===== config.mk =====
export PLATFORM = sky130hd
export DESIGN_NAME = one_wire_bus_master
export DESIGN_NICKNAME = d
export VERILOG_FILES = /design/src/owbm_pkg.sv /design/src/one_wire_bus_master.sv /design/src/owbm_cfg_regs.sv /design/src/owbm_seq.sv
export SDC_FILE = /design/constraint.sdc
export NUM_CORES = 1
export LEC_CHECK = 0
export BUFFER_PORTS_ARGS = -buffer_cell sky130_fd_sc_hd__buf_2
export CORE_MARGIN = 2
export CORE_UTILIZATION = 45
export CTS_BUF_LIST = sky130_fd_sc_hd__clkbuf_8
export DETAILED_ROUTE_END_ITERATION = 8
export SETUP_SLACK_MARGIN = 0.1
export SYNTH_ARGS = -nofsm -noshare
export SYNTH_HDL_FRONTEND = slang
export SYNTH_SLANG_ARGS = --single-unit

===== constraint.sdc =====
create_clock -name clk -period 6.5 [get_ports clk]
set_input_delay 1.3 -clock clk [delete_from_list [all_inputs] [get_ports clk]]
set_output_delay 1.3 -clock clk [all_outputs]
set_load 0.1 [all_outputs]

===== src/owbm_pkg.sv =====
// Package: shared types and constants for the one-wire bus master.
package owbm_pkg;

  localparam int CntW    = 12;  // phase tick counter width
  localparam int RegW    = 12;  // width of each timing register
  localparam int NumRegs = 8;
  localparam int IdxW    = 3;   // configuration index width
  localparam int ByteW   = 8;

  typedef logic [NumRegs-1:0][RegW-1:0] cfg_array_t;

  // register indexes
  localparam logic [IdxW-1:0] REG_RESET_IDLE    = 3'd0;
  localparam logic [IdxW-1:0] REG_RESET_LOW     = 3'd1;
  localparam logic [IdxW-1:0] REG_PRESENCE_WAIT = 3'd2;
  localparam logic [IdxW-1:0] REG_PRESENCE_TAIL = 3'd3;
  localparam logic [IdxW-1:0] REG_SLOT_LOW      = 3'd4;
  localparam logic [IdxW-1:0] REG_WRITE_HOLD    = 3'd5;
  localparam logic [IdxW-1:0] REG_READ_SAMPLE   = 3'd6;
  localparam logic [IdxW-1:0] REG_READ_TAIL     = 3'd7;

  localparam cfg_array_t CFG_DEFAULTS = '{
    7: 12'd60, 6: 12'd6, 5: 12'd60, 4: 12'd4,
    3: 12'd430, 2: 12'd80, 1: 12'd750, 0: 12'd500
  };

  // operation codes
  typedef enum logic [1:0] {
    OP_TICK  = 2'd0,
    OP_RESET = 2'd1,
    OP_WRITE = 2'd2,
    OP_READ  = 2'd3
  } op_t;

  typedef enum logic [10:0] {
    PH_IDLE     = 11'b000_0000_0001,
    PH_RST_IDLE = 11'b000_0000_0010,
    PH_RST_LOW  = 11'b000_0000_0100,
    PH_RST_WAIT = 11'b000_0000_1000,
    PH_RST_TAIL = 11'b000_0001_0000,
    PH_W_LOW    = 11'b000_0010_0000,
    PH_W_HOLD   = 11'b000_0100_0000,
    PH_W_REC    = 11'b000_1000_0000,
    PH_R_LOW    = 11'b001_0000_0000,
    PH_R_WAIT   = 11'b010_0000_0000,
    PH_R_TAIL   = 11'b100_0000_0000
  } phase_t;

  // one result transaction
  typedef struct packed {
    logic             rejected;
    logic             no_presence;
    logic [ByteW-1:0] read_byte;
    logic             done_res;
    logic             busy_res;
    logic             line_low;
  } result_t;

endpackage


===== src/one_wire_bus_master.sv =====
// One-wire bus master top level: stream ports, config port, result register.
//
// Each input transaction is one microsecond tick of the bus. It carries the
// operation (tick only, reset-and-presence, write byte, read byte), the byte
// to write and the line level sampled this tick; every input transaction
// yields exactly one result transaction with the line drive for the tick and
// the status flags. The block takes one transaction per clock cycle; its
// result appears in the output register on the next cycle. The only thing
// that holds in_tready low is a full output register that downstream is not
// taking, so with out_tready high the rate is one tick per cycle. Timing
// registers (indexes 0..7: reset idle, reset low, presence wait, presence
// tail, slot low, write hold, read sample, read tail) are written through
// the cfg channel, which is always ready; write them only while the master
// is idle. A duration of zero acts as one tick. Bytes go LSB first.
module one_wire_bus_master (
  input  logic                      clk,
  input  logic                      rst_n,
  // input stream
  input  logic                      in_tvalid,
  output logic                      in_tready,
  input  logic [15:0]               in_tdata,   // [7:0] data_byte, [8] line_sample
  input  logic [1:0]                in_tuser,   // [1:0] operation
  // result stream
  output logic                      out_tvalid,
  input  logic                      out_tready,
  // [0] line_low, [1] busy_res, [2] done_res, [10:3] read_byte,
  // [11] no_presence, [12] rejected
  output logic [15:0]               out_tdata,
  // configuration write channel
  input  logic                      cfg_valid,
  output logic                      cfg_ready,
  input  logic [owbm_pkg::IdxW-1:0] cfg_index,
  input  logic [owbm_pkg::RegW-1:0] cfg_data
);

  owbm_pkg::cfg_array_t regs;
  owbm_pkg::result_t    res;
  owbm_pkg::result_t    res_r;
  logic                 out_valid_r;
  logic                 in_acc;

  assign cfg_ready = 1'b1;
  assign in_tready = !out_valid_r || out_tready;
  assign in_acc    = in_tvalid && in_tready;

  owbm_cfg_regs u_cfg (
    .clk      (clk),
    .rst_n    (rst_n),
    .wr_en    (cfg_valid),
    .wr_index (cfg_index),
    .wr_data  (cfg_data),
    .regs     (regs)
  );

  owbm_seq u_seq (
    .clk         (clk),
    .rst_n       (rst_n),
    .step_en     (in_acc),
    .operation   (owbm_pkg::op_t'(in_tuser)),
    .data_byte   (in_tdata[7:0]),
    .line_sample (in_tdata[8]),
    .regs        (regs),
    .res         (res)
  );

  // result register: loads on every accepted tick
  always_ff @(posedge clk) begin
    if (!rst_n) begin
      out_valid_r <= 1'b0;
    end else if (in_acc) begin
      out_valid_r <= 1'b1;
    end else if (out_tready) begin
      out_valid_r <= 1'b0;
    end
  end

  always_ff @(posedge clk) begin
    if (in_acc) begin
      res_r <= res;
    end
  end

  assign out_tvalid = out_valid_r;
  assign out_tdata  = {3'b000, res_r};

  // an accepted tick always lands in the result register
  a_acc_loads: assert property (@(posedge clk) disable iff (!rst_n)
    in_acc |=> out_valid_r)
    else $error("accepted transaction did not produce a result");

  // a completing sequence never reports busy on the same tick
  a_done_not_busy: assert property (@(posedge clk) disable iff (!rst_n)
    in_acc && res.done_res |-> !res.busy_res)
    else $error("done and busy together");

  // only a real start can be rejected
  a_rej_start: assert property (@(posedge clk) disable iff (!rst_n)
    in_acc && res.rejected |-> in_tuser != owbm_pkg::OP_TICK)
    else $error("tick-only transaction flagged as rejected");

  // a byte write or read start taken while idle leaves the master busy
  a_start_busy: assert property (@(posedge clk) disable iff (!rst_n)
    in_acc && (in_tuser == owbm_pkg::OP_WRITE || in_tuser == owbm_pkg::OP_READ)
      && !res.rejected |-> res.busy_res)
    else $error("byte transfer start did not go busy");

endmodule


===== src/owbm_cfg_regs.sv =====
// Timing register file written through the configuration channel.
module owbm_cfg_regs (
  input  logic                      clk,
  input  logic                      rst_n,
  input  logic                      wr_en,
  input  logic [owbm_pkg::IdxW-1:0] wr_index,
  input  logic [owbm_pkg::RegW-1:0] wr_data,
  output owbm_pkg::cfg_array_t      regs
);

  owbm_pkg::cfg_array_t regs_r;

  always_ff @(posedge clk) begin
    if (!rst_n) begin
      regs_r <= owbm_pkg::CFG_DEFAULTS;
    end else if (wr_en) begin
      regs_r[wr_index] <= wr_data;
    end
  end

  assign regs = regs_r;

endmodule


===== src/owbm_seq.sv =====
// Bus sequencer: phase state, tick counter, bit shifter and per-tick result.
module owbm_seq (
  input  logic                       clk,
  input  logic                       rst_n,
  input  logic                       step_en,
  input  owbm_pkg::op_t              operation,
  input  logic [owbm_pkg::ByteW-1:0] data_byte,
  input  logic                       line_sample,
  input  owbm_pkg::cfg_array_t       regs,
  output owbm_pkg::result_t          res
);

  owbm_pkg::phase_t             phase_r, phase_nxt, phase_eff;
  logic [owbm_pkg::CntW-1:0]    tick_r, tick_nxt, tick_eff;
  logic [2:0]                   bit_r, bit_nxt, bit_eff;
  logic [owbm_pkg::ByteW-1:0]   shift_r, shift_nxt, shift_eff;
  logic [owbm_pkg::ByteW-1:0]   rx_r, rx_nxt;
  logic                         perr_r, perr_nxt, perr_eff;
  logic [owbm_pkg::RegW-1:0]    dur;
  logic [owbm_pkg::CntW:0]      tick_inc;
  logic                         tdone;
  logic                         line, done, rej;
  logic                         last_bit;

  always_ff @(posedge clk) begin
    if (!rst_n) begin
      phase_r <= owbm_pkg::PH_IDLE;
      tick_r  <= '0;
      bit_r   <= '0;
      shift_r <= '0;
      rx_r    <= '0;
      perr_r  <= 1'b0;
    end else if (step_en) begin
      phase_r <= phase_nxt;
      tick_r  <= tick_nxt;
      bit_r   <= bit_nxt;
      shift_r <= shift_nxt;
      rx_r    <= rx_nxt;
      perr_r  <= perr_nxt;
    end
  end

  // start handling: a start taken in idle also runs the first tick
  always_comb begin
    phase_eff = phase_r;
    tick_eff  = tick_r;
    bit_eff   = bit_r;
    shift_eff = shift_r;
    perr_eff  = perr_r;
    rej       = 1'b0;
    if (operation != owbm_pkg::OP_TICK) begin
      if (phase_r != owbm_pkg::PH_IDLE) begin
        rej = 1'b1;
      end else begin
        tick_eff = '0;
        bit_eff  = '0;
        unique case (operation)
          owbm_pkg::OP_RESET: begin
            perr_eff  = 1'b0;
            phase_eff = owbm_pkg::PH_RST_IDLE;
          end
          owbm_pkg::OP_WRITE: begin
            shift_eff = data_byte;
            phase_eff = owbm_pkg::PH_W_LOW;
          end
          default: begin
            shift_eff = '0;
            phase_eff = owbm_pkg::PH_R_LOW;
          end
        endcase
      end
    end
  end

  // duration of the running phase
  always_comb begin
    unique case (phase_eff)
      owbm_pkg::PH_RST_IDLE: dur = regs[owbm_pkg::REG_RESET_IDLE];
      owbm_pkg::PH_RST_LOW:  dur = regs[owbm_pkg::REG_RESET_LOW];
      owbm_pkg::PH_RST_WAIT: dur = regs[owbm_pkg::REG_PRESENCE_WAIT];
      owbm_pkg::PH_RST_TAIL: dur = regs[owbm_pkg::REG_PRESENCE_TAIL];
      owbm_pkg::PH_W_LOW,
      owbm_pkg::PH_R_LOW:    dur = regs[owbm_pkg::REG_SLOT_LOW];
      owbm_pkg::PH_W_HOLD:   dur = regs[owbm_pkg::REG_WRITE_HOLD];
      owbm_pkg::PH_R_WAIT:   dur = regs[owbm_pkg::REG_READ_SAMPLE];
      owbm_pkg::PH_R_TAIL:   dur = regs[owbm_pkg::REG_READ_TAIL];
      default:               dur = '0;
    endcase
  end

  // zero acts as one tick; a full counter always wraps since dur fits
  assign tick_inc = {1'b0, tick_eff} + {{owbm_pkg::CntW{1'b0}}, 1'b1};
  assign tdone    = tick_inc >= {{(owbm_pkg::CntW + 1 - owbm_pkg::RegW){1'b0}}, dur};
  assign last_bit = (bit_eff == 3'd7);

  always_comb begin
    phase_nxt = phase_eff;
    tick_nxt  = tdone ? '0 : tick_inc[owbm_pkg::CntW-1:0];
    bit_nxt   = bit_eff;
    shift_nxt = shift_eff;
    rx_nxt    = rx_r;
    perr_nxt  = perr_eff;
    line      = 1'b0;
    done      = 1'b0;
    unique case (phase_eff)
      owbm_pkg::PH_IDLE: begin
        tick_nxt = tick_eff;
      end
      owbm_pkg::PH_RST_IDLE: begin
        if (tdone) phase_nxt = owbm_pkg::PH_RST_LOW;
      end
      owbm_pkg::PH_RST_LOW: begin
        line = 1'b1;
        if (tdone) phase_nxt = owbm_pkg::PH_RST_WAIT;
      end
      owbm_pkg::PH_RST_WAIT: begin
        if (tdone) begin
          if (!line_sample) begin
            phase_nxt = owbm_pkg::PH_RST_TAIL;
          end else begin
            perr_nxt  = 1'b1;
            phase_nxt = owbm_pkg::PH_IDLE;
            done      = 1'b1;
          end
        end
      end
      owbm_pkg::PH_RST_TAIL: begin
        if (tdone) begin
          phase_nxt = owbm_pkg::PH_IDLE;
          done      = 1'b1;
        end
      end
      owbm_pkg::PH_W_LOW: begin
        line = 1'b1;
        if (tdone) phase_nxt = owbm_pkg::PH_W_HOLD;
      end
      owbm_pkg::PH_W_HOLD: begin
        line = ~shift_eff[0];
        if (tdone) phase_nxt = owbm_pkg::PH_W_REC;
      end
      owbm_pkg::PH_W_REC: begin
        // one released recovery tick, then next bit
        shift_nxt = {1'b0, shift_eff[owbm_pkg::ByteW-1:1]};
        tick_nxt  = '0;
        if (last_bit) begin
          phase_nxt = owbm_pkg::PH_IDLE;
          done      = 1'b1;
        end else begin
          bit_nxt   = bit_eff + 3'd1;
          phase_nxt = owbm_pkg::PH_W_LOW;
        end
      end
      owbm_pkg::PH_R_LOW: begin
        line = 1'b1;
        if (tdone) phase_nxt = owbm_pkg::PH_R_WAIT;
      end
      owbm_pkg::PH_R_WAIT: begin
        if (tdone) begin
          shift_nxt = {line_sample, shift_eff[owbm_pkg::ByteW-1:1]};
          phase_nxt = owbm_pkg::PH_R_TAIL;
        end
      end
      owbm_pkg::PH_R_TAIL: begin
        if (tdone) begin
          if (last_bit) begin
            rx_nxt    = shift_eff;
            phase_nxt = owbm_pkg::PH_IDLE;
            done      = 1'b1;
          end else begin
            bit_nxt   = bit_eff + 3'd1;
            phase_nxt = owbm_pkg::PH_R_LOW;
          end
        end
      end
      default: begin
        phase_nxt = owbm_pkg::PH_IDLE;
        tick_nxt  = '0;
      end
    endcase
  end

  always_comb begin
    res.line_low    = line;
    res.busy_res    = (phase_nxt != owbm_pkg::PH_IDLE);
    res.done_res    = done;
    res.read_byte   = rx_nxt;
    res.no_presence = perr_nxt;
    res.rejected    = rej;
  end

endmodule


# == Word-level counts from Yosys, hierarchy flattened ==
# Index checks and enable logic that the tools add are counted.
# totals
inputBits,38
ff_bits,153
memories,0
output_inout_bits,19
mem_bits_ro,0
mem_bits_rw,0
latchBits,0
word_cells,105
# op_classes
n_eq_ne,16
n_reduce_logical,9
bitwise_logic,1
mux,53
n_div,0
n_lt_le_gt_ge,3
shifts,0
addsub,2
n_mul,0
# ops
cell,n
2-to-1 mux 11 bit,11
case mux 11 bit (11 select lines),1
bitwise mux 96 bit,1
case mux 12 bit (8 select lines),1
2-to-1 mux 12 bit,4
2-to-1 mux 8 bit,6
demux 12 bit (select 3 bit),1
case mux 8 bit (2 select lines),2
case mux 12 bit (2 select lines),1
"inequality test 11 x 1 -> 1 bit, second input constant",2
case mux 9 bit (2 select lines),1
2-to-1 mux 1 bit,14
"adder 12 x 1 -> 13 bit, second input constant",1
>= comparator 13 x 12 -> 1 bit,1
2-to-1 mux 3 bit,4
"equality test 11 x 1 -> 1 bit, second input constant",1
"equality test 11 x 10 -> 1 bit, second input constant",1
"equality test 11 bit, second input constant",1
"equality test 11 x 2 -> 1 bit, second input constant",1
"equality test 11 x 3 -> 1 bit, second input constant",1
"equality test 11 x 4 -> 1 bit, second input constant",1
"equality test 11 x 5 -> 1 bit, second input constant",1
"equality test 11 x 6 -> 1 bit, second input constant",1
"equality test 11 x 7 -> 1 bit, second input constant",1
22 further kinds,24

# == Depth between registers and ports, before layout ==
# Gate-level depths: netlist of the first run.
# logic_depth
word_depth,11
ltp_mapped,23
ltp_nobuf,17

# == By module ==
# Synthesis of the first run repeated with hierarchy kept, for this count alone.
# unflattened
hier_cells,811
area_unflattened_um2,7759.9
# modules_own_cells
mod,area_each_um2,instances,cells_each
owbm_cfg_regs,3663.5,1,347
owbm_seq,3611.0,1,440
one_wire_bus_master,485.5,1,24

# == Worst setup path after synthesis of the first run ==
# No wires, ideal clock.
# synth_timing
kind,input to register
startpoint,input port in_tuser[0]
endpoint,"register res_r (netlist bit out_tdata[1]), data pin"
setup_ps,256
cell_stages,22
arrival_ps,5489
setup_slack_ps,755
t_required_ps,6244
path_cell_list,inv_1 > ha_1 > or4_4 > buf_6 > o41ai_2 > nand2b_1 > buf_2 > nor2_1 > and4b_1 > clkbuf_1 > clkbuf_1 > nand2_1 > and4_1 > ha_1 > nor2b_1 > o211ai_1 > a211o_1 > a21oi_1 > or2_2 > clkbuf_1 > o21ai_0 > o211a_1
# synth_rtl
element,line,text
from (decl),one_wire_bus_master.sv:22,"input logic [1:0] in_tuser,"
to (signal assigned),one_wire_bus_master.sv:79,res_r <= res;
to (decl),one_wire_bus_master.sv:38,owbm_pkg::result_t res_r;

# == Final worst setup path of the first run ==
# layout_timing
startpoint,input port in_tuser[0]
endpoint,register u_seq.phase_r[9]
# layout_between
elab_chain_cells,10
# layout_lines
element,line,text
equality test 2 bit or equality test 2 x 1 -> 1 bit (tied branches),owbm_seq.sv:57,unique case (operation)
case mux 9 bit (2 select lines),owbm_seq.sv:57,
2-to-1 mux 11 bit,owbm_seq.sv:52,if (phase_r != owbm_pkg::PH_IDLE) begin
2-to-1 mux 11 bit,owbm_seq.sv:51,if (operation != owbm_pkg::OP_TICK) begin
equality test 11 x 6 -> 1 bit or equality test 11 x 9 -> 1 bit (tied branches),"owbm_seq.sv:77, owbm_seq.sv:105",
OR reduction 2 bit,owbm_seq.sv:77,unique case (phase_eff)
case mux 12 bit (8 select lines),owbm_seq.sv:77,
>= comparator 13 x 12 -> 1 bit,owbm_seq.sv:93,"assign tdone = tick_inc >= {{(owbm_pkg::CntW + 1 - owbm_pkg::RegW){1'b0}}, dur};"
"2-to-1 mux 11 bit, or another cell as far along",owbm_seq.sv:164,if (tdone) begin
case mux 11 bit (11 select lines) (*),owbm_seq.sv:105,unique case (phase_eff)
to (signal assigned),owbm_seq.sv:27,phase_r <= owbm_pkg::PH_IDLE;
to (signal assigned),owbm_seq.sv:34,phase_r <= phase_nxt;
to (decl),owbm_seq.sv:13,"owbm_pkg::phase_t phase_r, phase_nxt, phase_eff;"
# Every way passes the cells marked *; elsewhere a longest branch is shown, timed or not.
# A chain may end at the register's enable or synchronous reset.

==> PnR_summary.wiki, run 1 <==
{| class="wikitable"
! Metric !! Value
|-
| DRT antenna net count || 0
|-
| Largest fanout on the critical path || 10
|-
| Die width || 134 um
|-
| Post-cts resize count || 0
|-
| TritonCTS clock tree || yes
|-
| Final Setup Violations || 0
|-
| Worst Setup End Kind || flip-flop
|-
| Area contributors post-synth || sky130_fd_sc_hd__dfxtp_1, sky130_fd_sc_hd__nand2_1, sky130_fd_sc_hd__a21oi_1, sky130_fd_sc_hd__edfxtp_1, sky130_fd_sc_hd__nand3_1
|-
| Overall fraction of global-route tracks in use || 0.247
|-
| Die Footprint || between 15000 and 20000 um2
|-
| Number of register bits inferred by synthesis || around 150
|-
| Top library cells by usage in the layout, fill and taps aside || sky130_fd_sc_hd__nand2_1, sky130_fd_sc_hd__dfxtp_1, sky130_fd_sc_hd__a21oi_1
|-
| Synth async-reset ratio || 0
|-
| Half-perimeter wire length after placement || about 14000 um
|-
| Relative slew margins || 0.240
|-
| Critical Path Most Common Cell || sky130_fd_sc_hd__buf_4
|-
| Area of the placeable core || 16600 um2
|-
| Wire per inst || about 18 um
|-
| Number of clock sinks || between 150 and 200
|-
| Final count of hold timing violations || 0
|-
| Post-Layout Inst Area || between 8000 and 9000 um2
|-
| Placer's final routability congestion estimate || 0.856
|-
| NumNets Final || 1002
|-
| Number of global-route vias before repair || 6310
|-
| Global-route wire length before repair || 34800 um
|-
| Buffers added on ports || 45
|-
| Placed Instances || 1146
|-
| Measured slew at the worst slew-check pin || 1.13 ns
|-
| Most common cell after layout, fill and taps aside || sky130_fd_sc_hd__nand2_1
|-
| RSZ-0062 raised after global routing || false
|-
| Final count of pins violating max slew || 0
|-
| DRC errors left || 0
|-
| Run status || completed
|-
| Sequential Area || ~3200 um2
|-
| Critical Path, Cell by Cell || buf_2 > inv_1 > ha_1 > or4_4 > nor4_2 > nor2_1 > and4b_4 > nand2b_1 > buf_4 > a222oi_1 > and4_1 > ha_1 > nor2b_1 > o211ai_1 > a211o_1 > a21oi_1 > buf_4 > nor2_1 > buf_4 > or3_1 > a211oi_1
|-
| Maximum number of pins on one net before global-route repair || 65
|-
| CTS Hold Buffers Added || 0
|-
| Ratio of total power to cell area || approximately 260 nW/um2
|-
| Buffers & Inverters on Critical Path || 5
|-
| Post-synth EDFFs || 13
|-
| Area of combinational cells with multiple inputs || around 4000 um2
|-
| Layout cell share with drive strength beyond 1 || 0.128
|-
| Cell variety after synth || 76
|-
| Overall die height || 134 um
|-
| Number of antenna violations at the first check in global routing || 0
|-
| Total via count in the routed design || between 6k and 7k
|-
| Critical path launch point type || primary input
|-
| Post-detailed-route via-to-cell ratio || about 5.8
|-
| Required time of the critical path || roughly 7 ns
|-
| Delay contributed by the slowest stage of the critical path || about 0.50 ns
|-
| Filler Cell Count || 1661
|-
| DP Area || 7930 um2
|-
| Share of synthesized area occupied by flip-flops and latches || 0.418
|-
| Hold WC Path Type || reg -> reg
|-
| Worst Path Arrival || 6.06 ns
|-
| Highest ir drop seen on vdd || 0.140 mV
|-
| Synthesized instance count || 940
|-
| Initial core utilization || 0.460
|-
| Number of H-tree levels || 4
|-
| Total Power || between 2 and 2.5 mW
|-
| Grt total ovfl || 0
|-
| Number of rows created at floorplan || between 40 and 50
|-
| Fin Setup TNS || 0 ns
|-
| CTS Buf Count || 17
|-
| Average cell area after synthesis || roughly 8.1 um2
|-
| Count of synthesis-stage warnings from yosys || 0
|-
| Violation count after the first detailed-routing iteration || 721
|-
| Post-layout minimum cycle time || around 5.7 ns
|-
| Synthesized cell area || around 7600 um2
|-
| Postcts setup bufs || 0
|-
| Top cell type by total area after synthesis || sky130_fd_sc_hd__dfxtp_1
|-
| Clock latency on the worst-skew pair || approximately 0.45 ns
|-
| Io pins || 57
|-
| Layout-stage area growth over the synthesis result || 8.98%
|-
| Clock transition at the registers of the reported paths || about 0.090 ns
|-
| Clock buffer depth || 2
|-
| Yosys top cell area share || 0.367
|-
| Post-route fraction of the period consumed by the critical path || 0.876
|-
| Maxcap violations || 0
|-
| Final Skew || 0.0106 ns
|-
| Most used flip-flop cell after synthesis || sky130_fd_sc_hd__dfxtp_1
|-
| Path type of the worst setup path || in -> reg
|-
| Leak Pwr || ~3.1 nW
|-
| Wire length reported by the detailed router || about 22000 um
|-
| CTS root buffer || sky130_fd_sc_hd__clkbuf_8
|-
| Worst path slowest cell || sky130_fd_sc_hd__or4_4
|-
| First-pass detailed-route iteration total || 8
|-
| Total inserted antenna cells || 0
|-
| Achievable clock frequency || approximately 0.18 GHz
|-
| Post-route insts no fill || roughly 1.2k
|-
| CP delay by family, top || simple AND/OR/NAND/NOR gates
|}
## cells by family (layout without fill, tap and decap cells)
group	Yosys count	in the layout	synth area share
compound gates	209	209	0.191
xor+xnor	8	8	0.00918
fa+ha+maj	19	19	0.0311
buf+inv	94	110	0.0565
flops	153	153	0.418
mux	1	1	0.00131
other cells	2	4	0.000984
simple gates	454	454	0.291
## cell usage after synthesis, types with 3 or more instances
library cell               count
sky130_fd_sc_hd__clkbuf_2     11
sky130_fd_sc_hd__o211a_1       9
sky130_fd_sc_hd__nand2_1     251
sky130_fd_sc_hd__nand3_1      54
sky130_fd_sc_hd__buf_4         5
sky130_fd_sc_hd__nor2b_1      11
sky130_fd_sc_hd__xnor2_1       3
sky130_fd_sc_hd__o21ai_0      27
sky130_fd_sc_hd__a21oi_1      82
sky130_fd_sc_hd__nor4_1        6
sky130_fd_sc_hd__and4_1       12
sky130_fd_sc_hd__a31oi_1       5
sky130_fd_sc_hd__buf_6         5
sky130_fd_sc_hd__or4_1         7
sky130_fd_sc_hd__buf_2         7
sky130_fd_sc_hd__o211ai_1      5
sky130_fd_sc_hd__or3b_2        7
sky130_fd_sc_hd__o311ai_0      5
sky130_fd_sc_hd__nor3_1       14
sky130_fd_sc_hd__or3_1        11
sky130_fd_sc_hd__nand2b_1     11
sky130_fd_sc_hd__and3_1        3
sky130_fd_sc_hd__nand3b_1      3
sky130_fd_sc_hd__nor2_1       33
sky130_fd_sc_hd__a211o_1       3
sky130_fd_sc_hd__a22oi_1      10
sky130_fd_sc_hd__dfxtp_1     140
sky130_fd_sc_hd__inv_1        10
sky130_fd_sc_hd__edfxtp_1     13
sky130_fd_sc_hd__a32o_1       10
sky130_fd_sc_hd__a222oi_1     24
sky130_fd_sc_hd__a211oi_1      5
sky130_fd_sc_hd__clkbuf_1     55
sky130_fd_sc_hd__xor2_1        5
sky130_fd_sc_hd__nand4_1       9
sky130_fd_sc_hd__ha_1         19
## where the power goes
part | switching, mW | internal [mW]
Clock | 0.360 | 0.372
Sequential | 0.0180 | 0.977
Combinational | 0.279 | 0.121
## worst reg2reg max path: cells and delay by family, from the launching register on
kind                       cells  cell delay (ns)
adders and majority gates      1             0.15
AOI/OAI and AO/OA              5             1.22
and+or+nand+nor                9             2.57
DFF                            1             0.46
buffers and inverters          3             0.67
## layout make-up
type                       count  share of cell area
clock buffer                  17              0.0281
sequential                   153               0.384
tap                          220              0.0331
clock inverter                15              0.0193
multi-input combinational    695               0.483
inverter                      10             0.00451
timing repair buffer          68              0.0478
## state kept, by name, indices dropped and copies added, names as in the netlist
signal and count:
out_tdata 13, out_tvalid 1, u_cfg.regs 96, u_seq.bit_r 3, u_seq.perr_r 1, u_seq.phase_r 11
u_seq.rx_r 8, u_seq.shift_r 8, u_seq.tick_r 12
## final timing paths
kind	startpoint	endpoint	slack, ns	depth (start not counted)
setup reg to reg	u_seq.phase_r[1]	u_seq.phase_r[9]	1.35	18
hold / removal	u_cfg.regs[17]	u_cfg.regs[17]	0.46	2
setup / recovery	in_tuser[0]	u_seq.phase_r[9]	0.81	21
hold reg to reg	u_cfg.regs[17]	u_cfg.regs[17]	0.46	2
## metal layers
| layer | part of all wire | global-route usage | wire length, um |
|---|---|---|---|
| met4 | 0.018 | 0.0708 | 381 |
| met2 | 0.48 | 0.415 | 10300 |
| met5 | 0 | 0 | 0 |
| met1 | 0.46 | 0.324 | 9880 |
| met3 | 0.050 | 0.0446 | 1080 |
## per-stage QoR
stage / setup slack, ns / utilization / hold WS [ns]
detailed placement: 0.341 / 0.478 / 0.446
finish: 0.805 / 0.502 / 0.456
global placement: 0.411 / 0.478 / 0.442
global route: 0.427 / 0.502 / 0.476
floorplan: 0.755 / - / 0.428
CTS: 0.806 / 0.502 / 0.456
(Power assumes the default switching activity.)
==> inputs of run 2 (changes only) <==
--- a/config.mk
+++ b/config.mk
@@ -6,7 +6,7 @@
 export NUM_CORES = 1
 export LEC_CHECK = 0
 export BUFFER_PORTS_ARGS = -buffer_cell sky130_fd_sc_hd__buf_2
-export CORE_MARGIN = 2
+export CORE_MARGIN = 5
 export CORE_UTILIZATION = 45
 export CTS_BUF_LIST = sky130_fd_sc_hd__clkbuf_8
 export DETAILED_ROUTE_END_ITERATION = 8
==> PnR_summary.wiki, run 2 (synthesis results as in run 1) <==
{| class="wikitable"
! Metric !! Value
|-
| Number of antenna violations at the first check in global routing || 1
|-
| Top library cells by usage in the layout, fill and taps aside || sky130_fd_sc_hd__nand2_1, sky130_fd_sc_hd__dfxtp_1, sky130_fd_sc_hd__a21oi_1
|-
| Met1 Resource Use GR || 0.305
|-
| Hold WC Path Type || reg -> reg
|-
| Die Footprint || between 15000 and 20000 um2
|-
| Number of clock sinks || 153
|-
| NumNets Final || between 1k and 1.5k
|-
| Grt total ovfl || 0
|-
| Required time of the critical path || just under 7 ns
|-
| Final count of hold timing violations || 0
|-
| Global-route track usage on met3 || 0.0433
|-
| Fin Setup TNS || 0 ns
|-
| Overall fraction of global-route tracks in use || 0.222
|-
| Overall die height || between 100 and 150 um
|-
| Most common cell after layout, fill and taps aside || sky130_fd_sc_hd__nand2_1
|-
| Io pins || 57
|-
| Run status || completed
|-
| Initial core utilization || 0.459
|-
| Area of the placeable core || 16600 um2
|-
| Worst Path Arrival || about 6 ns
|-
| Highest ir drop seen on vdd || between 0.1 and 0.15 mV
|-
| Clock buffer depth || 2
|-
| Maximum number of pins on one net before global-route repair || 75
|-
| Wire length reported by the detailed router || between 20000 and 25000 um
|-
| Final count of pins violating max slew || 0
|-
| Crit. Startpoint || in_tuser[0]
|-
| DRC errors left || 0
|-
| Delay contributed by the slowest stage of the critical path || 0.50 ns
|-
| Number of rows created at floorplan || 47
|-
| Layout-stage area growth over the synthesis result || 9.67%
|-
| First-pass detailed-route iteration total || 8
|-
| Wire per inst || 18.5 um
|-
| Number of H-tree levels || 4
|-
| Layout cell share with drive strength beyond 1 || 0.131
|-
| Critical Path, Cell by Cell || buf_2 > inv_1 > ha_1 > or4_4 > nor4_2 > nor2_1 > and4b_4 > nand2b_1 > buf_4 > a222oi_1 > and4_1 > ha_1 > nor2b_1 > o211ai_1 > a211o_1 > a21oi_1 > buf_4 > nor2_1 > buf_12 > or3_1 > a211oi_1
|-
| Global-route met2 utilization || 0.356
|-
| Postcts setup bufs || 0
|-
| Clock latency on the worst-skew pair || 0.46 ns
|-
| Relative slew margins || 0.216
|-
| Fin Hold WS || around 0.46 ns
|-
| Min-delay src || u_cfg.regs[39]
|-
| Final Setup Violations || 0
|-
| CTS Hold Buffers Added || 0
|-
| Leak Pwr || between 3 and 4 nW
|-
| Post-detailed-route via-to-cell ratio || a little under 6
|-
| Buffers added on ports || between 40 and 50
|-
| Post-layout minimum cycle time || approximately 5.7 ns
|-
| Post-cts resize count || 0
|-
| Placer's final routability congestion estimate || around 0.83
|-
| CTS Buf Count || 17
|-
| Critical path launch point type || primary input
|-
| Final Skew || around 0.018 ns
|-
| Worst path slowest cell || sky130_fd_sc_hd__or4_4
|-
| Register-to-register setup slack || approximately 1.3 ns
|-
| CTS root buffer || sky130_fd_sc_hd__clkbuf_8
|-
| Total via count in the routed design || ~7k
|-
| Largest fanout on the critical path || 7
|-
| Reg2Reg Launch Point || u_seq.phase_r[1]
|-
| Ratio of total power to cell area || around 260 nW/um2
|-
| Maxcap violations || 0
|-
| Half-perimeter wire length after placement || 14100 um
|-
| TritonCTS clock tree || yes
|-
| Violation count after the first detailed-routing iteration || 641
|-
| Post-route fraction of the period consumed by the critical path || 0.877
|-
| Clock transition at the registers of the reported paths || approximately 0.09 ns
|-
| RSZ-0062 raised after global routing || false
|-
| DRT antenna net count || 0
|-
| Measured slew at the worst slew-check pin || between 1 and 1.5 ns
|-
| Global-route wire length before repair || ~35000 um
|-
| Total inserted antenna cells || 0
|-
| Most Used Layer, Global Route || met2
|-
| Path type of the worst setup path || in -> reg
|-
| Worst Setup End Kind || flip-flop
|-
| Die width || roughly 140 um
|-
| Largest register FFs || 96
|-
| Number of global-route vias before repair || between 6k and 7k
|-
| Achievable clock frequency || about 0.18 GHz
|}
## run 2: path summary, 6_finish.rpt
path,end,depth (start not counted)
max,u_seq.phase_r[9],21
min,u_cfg.regs[39],2
max reg2reg,u_seq.phase_r[9],18
min reg2reg,u_cfg.regs[39],2
## run 2: metrics by stage
stage / worst slack [ns] / instances / area (um2) / util / power (mW)
floorplan: 0.755 / 942 / 7640 / - / 1.31
global placement: 0.359 / 1149 / 7970 / 0.479 / 1.43
detailed placement: 0.347 / 1149 / 7970 / 0.479 / 1.43
CTS: 0.829 / 1181 / 8370 / 0.503 / 2.17
global route: 0.504 / 1181 / 8370 / 0.503 / 2.24
finish: 0.797 / 1181 / 8370 / 0.503 / 2.16
## run 2: worst max-delay path, delay by kind of cell
family | cells | cell delay [ns]
adder cells (fa/ha/maj) | 2 | 0.39
buffers and inverters | 5 | 0.82
AND/OR/NAND/NOR | 9 | 2.36
AO/OA/AOI/OAI | 5 | 1.17
## run 2: layout make-up
class	instances	area (um2)
clock buffers	20	275
multi-input cells	695	4020
inverters	10	37.5
repair buffers	71	445
well taps	220	275
fillers	1633	8270
flip-flops and latches	153	3190
clock inverters	12	124
## run 2: power breakdown
group | internal, mW | switching, mW | total, mW
clock network | 0.370 | 0.375 | 0.745
logic | 0.135 | 0.285 | 0.420
registers | 0.977 | 0.0173 | 0.994
## run 2: metal layers
| metal | wire length [um] | up-vias |
|---|---|---|
| met3 | 1300 | 20 |
| li1 | - | 3395 |
| met5 | 11 | - |
| met1 | 9950 | 3222 |
| met4 | 233 | 2 |
| met2 | 10300 | 216 |
